File: config.mk
export PLATFORM = sky130hd
export DESIGN_NAME = display_reply_frame_parser_core
export DESIGN_NICKNAME = d
export VERILOG_FILES = /design/src/sv/drfp_pkg.sv /design/src/sv/drfp_in_stage.sv /design/src/sv/drfp_parser.sv /design/src/sv/drfp_out_stage.sv /design/src/sv/display_reply_frame_parser_core.sv
export SDC_FILE = /design/constraint.sdc
export NUM_CORES = 1
export LEC_CHECK = 0
export BUFFER_PORTS_ARGS = -buffer_cell sky130_fd_sc_hd__buf_2
export CAP_MARGIN = 15
export CORE_ASPECT_RATIO = 1.1
export CORE_MARGIN = 1.5
export CORE_UTILIZATION = 63
export CTS_CLUSTER_SIZE = 40
export DETAILED_ROUTE_END_ITERATION = 10
export PLACE_DENSITY_LB_ADDON = 0.2
export SLEW_MARGIN = 20
export SYNTH_ARGS = -nofsm -noshare
export SYNTH_HDL_FRONTEND = slang
export SYNTH_HIERARCHICAL = 1
export SYNTH_SLANG_ARGS = --single-unit
File: constraint.sdc
create_clock -name clk_i -period 5.5 [get_ports clk_i]
set_input_delay 1.1 -clock clk_i [delete_from_list [all_inputs] [get_ports clk_i]]
set_output_delay 1.1 -clock clk_i [all_outputs]
set_load 0.01 [all_outputs]
File: src/sv/drfp_pkg.sv
package drfp_pkg;

  // Frame markers and command codes
  localparam logic [7:0] SyncFirst  = 8'h5A;
  localparam logic [7:0] SyncSecond = 8'hA5;
  localparam logic [7:0] CmdRead    = 8'h83;
  localparam logic [7:0] MinReadLen = 8'd5;

  // Default receive buffer size in bytes
  localparam int unsigned DefaultBufferBytes = 64;

  // One decoded beat headed for the output register
  typedef struct packed {
    logic        valid;
    logic [15:0] address;
    logic [15:0] value;
  } drfp_result_t;

  // Byte beat held in the input register
  typedef struct packed {
    logic       valid;
    logic [7:0] rx_byte;
    logic       burst_end;
  } drfp_beat_t;

endpackage

File: src/sv/drfp_in_stage.sv
module drfp_in_stage
  import drfp_pkg::*;
(
  input  logic       clk_i,
  input  logic       rst_ni,
  input  logic       in_valid_i,
  output logic       in_ready_o,
  input  logic [7:0] rx_byte_i,
  input  logic       burst_end_i,
  input  logic       out_free_i,
  output logic       advance_o,
  output drfp_beat_t beat_o
);

  logic       valid_q, valid_d;
  logic [7:0] byte_q;
  logic       last_q;
  logic       take;

  // Move the held beat on whenever the output register can take a result
  assign advance_o  = valid_q && out_free_i;
  assign in_ready_o = !valid_q || advance_o;
  assign take       = in_valid_i && in_ready_o;

  always_comb begin
    valid_d = valid_q;
    if (take) begin
      valid_d = 1'b1;
    end else if (advance_o) begin
      valid_d = 1'b0;
    end
  end

  always_ff @(posedge clk_i or negedge rst_ni) begin
    if (!rst_ni) begin
      valid_q <= 1'b0;
    end else begin
      valid_q <= valid_d;
    end
  end

  // Capture payload on accept
  always_ff @(posedge clk_i) begin
    if (take) begin
      byte_q <= rx_byte_i;
      last_q <= burst_end_i;
    end
  end

  assign beat_o = '{valid: valid_q, rx_byte: byte_q, burst_end: last_q};

endmodule

File: src/sv/drfp_parser.sv
module drfp_parser
  import drfp_pkg::*;
#(
  parameter int unsigned BufferBytes = DefaultBufferBytes
) (
  input  logic         clk_i,
  input  logic         rst_ni,
  input  logic         advance_i,
  input  drfp_beat_t   beat_i,
  output drfp_result_t result_o
);

  localparam int unsigned CntW = $clog2(BufferBytes + 1);

  typedef enum logic [1:0] {
    PhHunt1,
    PhHunt2,
    PhLen,
    PhBody
  } phase_e;

  phase_e      phase_q, phase_d;
  logic [7:0]  len_q, len_d;
  logic [7:0]  offset_q, offset_d;
  logic        read_q, read_d;
  logic [15:0] addr_q, addr_d;
  logic [15:0] tail_q, tail_d;
  logic [CntW-1:0] count_q, count_d;
  logic [7:0]  b;
  logic        frame_done;

  assign b = beat_i.rx_byte;

  // Parse one byte
  always_comb begin
    phase_d    = phase_q;
    len_d      = len_q;
    offset_d   = offset_q;
    read_d     = read_q;
    addr_d     = addr_q;
    tail_d     = tail_q;
    count_d    = count_q;
    frame_done = 1'b0;
    result_o   = '{valid: 1'b0, address: addr_q, value: tail_q};

    if (count_q < CntW'(BufferBytes)) begin
      count_d = count_q + CntW'(1);
      unique case (phase_q)
        PhHunt1: begin
          if (b == SyncFirst) phase_d = PhHunt2;
        end
        PhHunt2: begin
          if (b == SyncSecond) begin
            phase_d = PhLen;
          end else if (b != SyncFirst) begin
            phase_d = PhHunt1;
          end
        end
        PhLen: begin
          len_d    = b;
          offset_d = '0;
          read_d   = 1'b0;
          addr_d   = '0;
          tail_d   = '0;
          phase_d  = (b == 8'd0) ? PhHunt1 : PhBody;
        end
        PhBody: begin
          if (offset_q == 8'd0) begin
            read_d = (b == CmdRead);
          end else if (offset_q <= 8'd2) begin
            addr_d = {addr_q[7:0], b};
          end
          tail_d = {tail_q[7:0], b};
          // Close the frame on its last body byte
          if ({1'b0, offset_q} + 9'd1 >= {1'b0, len_q}) begin
            frame_done = 1'b1;
            phase_d    = PhHunt1;
            offset_d   = '0;
          end else begin
            offset_d = offset_q + 8'd1;
          end
        end
        default: phase_d = PhHunt1;
      endcase
    end

    result_o.valid   = frame_done && read_d && (len_q >= MinReadLen);
    result_o.address = addr_d;
    result_o.value   = tail_d;

    // Drop everything at the end of a burst
    if (beat_i.burst_end) begin
      phase_d  = PhHunt1;
      len_d    = '0;
      offset_d = '0;
      read_d   = 1'b0;
      addr_d   = '0;
      tail_d   = '0;
      count_d  = '0;
    end
  end

  always_ff @(posedge clk_i or negedge rst_ni) begin
    if (!rst_ni) begin
      phase_q  <= PhHunt1;
      len_q    <= '0;
      offset_q <= '0;
      read_q   <= 1'b0;
      addr_q   <= '0;
      tail_q   <= '0;
      count_q  <= '0;
    end else if (advance_i) begin
      phase_q  <= phase_d;
      len_q    <= len_d;
      offset_q <= offset_d;
      read_q   <= read_d;
      addr_q   <= addr_d;
      tail_q   <= tail_d;
      count_q  <= count_d;
    end
  end

endmodule

File: src/sv/drfp_out_stage.sv
module drfp_out_stage
  import drfp_pkg::*;
(
  input  logic         clk_i,
  input  logic         rst_ni,
  input  logic         advance_i,
  input  drfp_result_t result_i,
  output logic         out_free_o,
  output logic         out_valid_o,
  input  logic         out_ready_i,
  output logic [15:0]  var_address_o,
  output logic [15:0]  var_value_o
);

  logic        valid_q, valid_d;
  logic [15:0] addr_q;
  logic [15:0] value_q;
  logic        load;

  assign out_free_o = !valid_q || out_ready_i;
  assign load       = advance_i && result_i.valid;

  // Hold the result until the receiver takes it
  always_comb begin
    valid_d = valid_q;
    if (out_free_o) begin
      valid_d = load;
    end
  end

  always_ff @(posedge clk_i or negedge rst_ni) begin
    if (!rst_ni) begin
      valid_q <= 1'b0;
    end else begin
      valid_q <= valid_d;
    end
  end

  always_ff @(posedge clk_i) begin
    if (load) begin
      addr_q  <= result_i.address;
      value_q <= result_i.value;
    end
  end

  assign out_valid_o   = valid_q;
  assign var_address_o = addr_q;
  assign var_value_o   = value_q;

endmodule

File: src/sv/display_reply_frame_parser_core.sv
// Reply frame parser for a serial display link.
//
// Input channel: one received byte per beat (rx_byte_i) with burst_end_i set
// on the last byte of a receive burst; in_valid_i / in_ready_o handshake.
// Output channel: one beat per completed read reply frame (command 0x83,
// length at least 5) carrying var_address_o and var_value_o; out_valid_o /
// out_ready_i handshake. Other frames produce no beat.
//
// Path: a byte accepted lands in the input register, the combinational parse
// step reads it there, and its result is loaded into the output register when
// the input register advances, which waits until the output register is free.
// Throughput: one byte per cycle while the receiver does not stall, set by the
// single parse step between the input register and the output register.
// Reset: returns the parser to hunting for the first sync byte with an empty
// burst count; both registers are emptied.
// Receiver stall: the result stays in the output register; one more byte may
// wait in the input register, after which in_ready_o drops.
module display_reply_frame_parser_core
  import drfp_pkg::*;
#(
  parameter int unsigned BufferBytes = DefaultBufferBytes
) (
  input  logic        clk_i,
  input  logic        rst_ni,
  input  logic        in_valid_i,
  output logic        in_ready_o,
  input  logic [7:0]  rx_byte_i,
  input  logic        burst_end_i,
  output logic        out_valid_o,
  input  logic        out_ready_i,
  output logic [15:0] var_address_o,
  output logic [15:0] var_value_o
);

  drfp_beat_t   beat;
  drfp_result_t result;
  logic         advance;
  logic         out_free;

  drfp_in_stage u_in (
    .clk_i       (clk_i),
    .rst_ni      (rst_ni),
    .in_valid_i  (in_valid_i),
    .in_ready_o  (in_ready_o),
    .rx_byte_i   (rx_byte_i),
    .burst_end_i (burst_end_i),
    .out_free_i  (out_free),
    .advance_o   (advance),
    .beat_o      (beat)
  );

  drfp_parser #(
    .BufferBytes (BufferBytes)
  ) u_parser (
    .clk_i     (clk_i),
    .rst_ni    (rst_ni),
    .advance_i (advance),
    .beat_i    (beat),
    .result_o  (result)
  );

  drfp_out_stage u_out (
    .clk_i         (clk_i),
    .rst_ni        (rst_ni),
    .advance_i     (advance),
    .result_i      (result),
    .out_free_o    (out_free),
    .out_valid_o   (out_valid_o),
    .out_ready_i   (out_ready_i),
    .var_address_o (var_address_o),
    .var_value_o   (var_value_o)
  );

endmodule

==> results.ini <==
[global_route]
grt_pass1_wl_um = 15200
grt_max_degree = 61
grt_usage_pct = 24.8
first_global_vias = 3118
grt_overflow_total = 0
antenna_found_initial = 0

[floorplanning]
die_w_um = 84.7
die_area_sq_um = 7870
die-height_um = 92.9
core_area_sq_um = 7050
io_pins = 47
start_util_pct = 65.7
rows = 32

[critical_path]
crit_arrival_ns = 3.18
crit_chain = and4_1 -> nand4_1 -> xnor2_1 -> ha_1 -> nor2b_1 -> a41oi_1 -> nand3_1 -> and3_1 -> nand2_1 -> inv_2
cp-end-kind = flop
critPathBufInv = 1
critPathMaxStageDelay_ns = 0.51
critPathMaxFanout = 32
start_kind = flop
cp.required_ns = 5.53
critPathTopFamily = simple AND/OR/NAND/NOR gates
cp_slowest_cell = a41oi_1
critical_path_class = flop to flop

[finish]
finish.instance_area_sq_um = 5060
fin_nets = 454
diodes = 0
area_growth_syn_to_layout_pct = 9.27
drive_above_1_share_pct = 17.5
fin_cells = 519

[drt]
ant_nets = 0
drcViolationCount = 0
routed.top_layer = met4
wl_um = 9310
wl_met1_um = 3930
drt_iter0_drc = 284
met2_length_um = 4670
vias_per_cell = 6.42
num_vias = 3334
wl_per_cell_um = 17.9
firstDrtPassIters = 5
wl_met3_um = 510

[hold_path]
hold_path_class = flop to flop

[timing]
rsz0062_at_grt = no
maxClockFrequency_ghz = 0.318
worstMarginPinSlew_ns = 1.01
fin_crit_ns = 3.15
fin_crit_sh_pct = 57.2
slew_headroom_pct = 32.5
slew_violations = 0
finalSetupViolations = 0
clock_skew_ns = 0.0133
setup-tns-final_ns = 0
hold_viol = 0

[power]
p_leak_nw = 2.17
powerDensity_nw_per_um2 = 275
peakVddDrop_mv = 0.192

[synthesis]
syn_avg_cell_area_sq_um = 11.8
synth.cell_area_sq_um = 4630
syn_inst = 392
synth_nets = 417
ys.warnings.count = 6

[cts]
cts.sinks = 101
tritoncts = done
postCtsHoldBufs = 0
clkTransAtPathRegs_ns = 0.10
cts_buffers = 9
clock_latency_ns = 0.36
root_buffer = clkbuf_8
cts_setup_buffers = 0
h-tree-depth = 3
cts_buffer_depth = 2
cts_resized = 0

[placement]
port-buffer-count = 46
place_area_sq_um = 4870
dp.cells = 503
dp_hpwl_um = 6080
routabilityCongestion = 0.960

[run]
cap_violations = 0

[status]
status = finished clean

## layer usage
layer  track usage, %  vias to the layer above
li1                 -                     1554
met1             32.7                     1613
met2             41.5                      143
met3             4.55                       24
met4             8.87                        0
met5                0                        -
## through the flow
step	hold slack [ns]	total power, mW	setup WS (ns)	utilization (%)
after CTS	0.515	1.40	2.39	71.8
after floorplan	0.466	0.924	2.59	-
after global placement	0.483	0.961	2.20	69.1
final	0.511	1.39	2.35	71.8
after detailed placement	0.483	0.967	2.38	69.1
after global routing	0.528	1.44	2.05	71.8
## final cells by class
| class | instances | area (sq um) |
|---|---|---|
| inverter | 15 | 56.3 |
| tap | 85 | 106 |
| fill | 511 | 1990 |
| sequential | 101 | 2730 |
| multi-input combinational | 254 | 1730 |
| clock inverter | 6 | 58.8 |
| timing repair buffer | 48 | 245 |
| clock buffer | 10 | 128 |
## worst paths after layout
check                      slack [ns]  depth (start not counted)                              from                                to
min reg2reg                      0.51                          1   u_parser/addr_q[10]$_DFFE_PN0P_   u_parser/addr_q[10]$_DFFE_PN0P_
max                              2.35                         10  u_parser/offset_q[2]$_DFFE_PN0P_    u_out/var_value_o[8]$_DFFE_PP_
min in group asynchronous        0.88                          2                            rst_ni   u_parser/tail_q[10]$_DFFE_PN0P_
min                              0.51                          1   u_parser/addr_q[10]$_DFFE_PN0P_   u_parser/addr_q[10]$_DFFE_PN0P_
max in group asynchronous        4.10                          2                            rst_ni  u_parser/offset_q[7]$_DFFE_PN0P_
max reg2reg                      2.35                         10  u_parser/offset_q[2]$_DFFE_PN0P_    u_out/var_value_o[8]$_DFFE_PP_
## sequential cells by signal (all words and copies together), names as in the netlist
register             count
u_in/byte_q              8
u_in/last_q              1
u_in/valid_q             1
u_out/out_valid_o        1
u_out/var_address_o     16
u_out/var_value_o       16
u_parser/addr_q         16
u_parser/count_q         7
u_parser/len_q           8
u_parser/offset_q        8
u_parser/phase_q         2
u_parser/read_q          1
u_parser/tail_q         16
## where the power goes
part / internal [mW] / switching, mW
sequential: 0.806 / 0.0337
clock: 0.172 / 0.263
combinational: 0.0472 / 0.0687
## layout by cell type (no fill, tap or decap), drive strengths merged, types with 2 or more instances in the layout
master / count
o2bb2ai: 8
nor2: 8
edfxtp: 41
o22ai: 4
nand2: 53
buf: 48
a41oi: 3
a21oi: 10
nor3: 7
nor2b: 5
xor2: 2
nand2b: 5
nand4: 3
nand3: 15
inv: 15
dfrtp: 60
ha: 12
a21o: 2
xnor2: 4
a22oi: 6
o311ai: 2
clkbuf: 10
and3: 3
and2: 2
nor4: 4
a22o: 51
clkinv: 5
o21ai: 30
(Power assumes the default switching activity.)
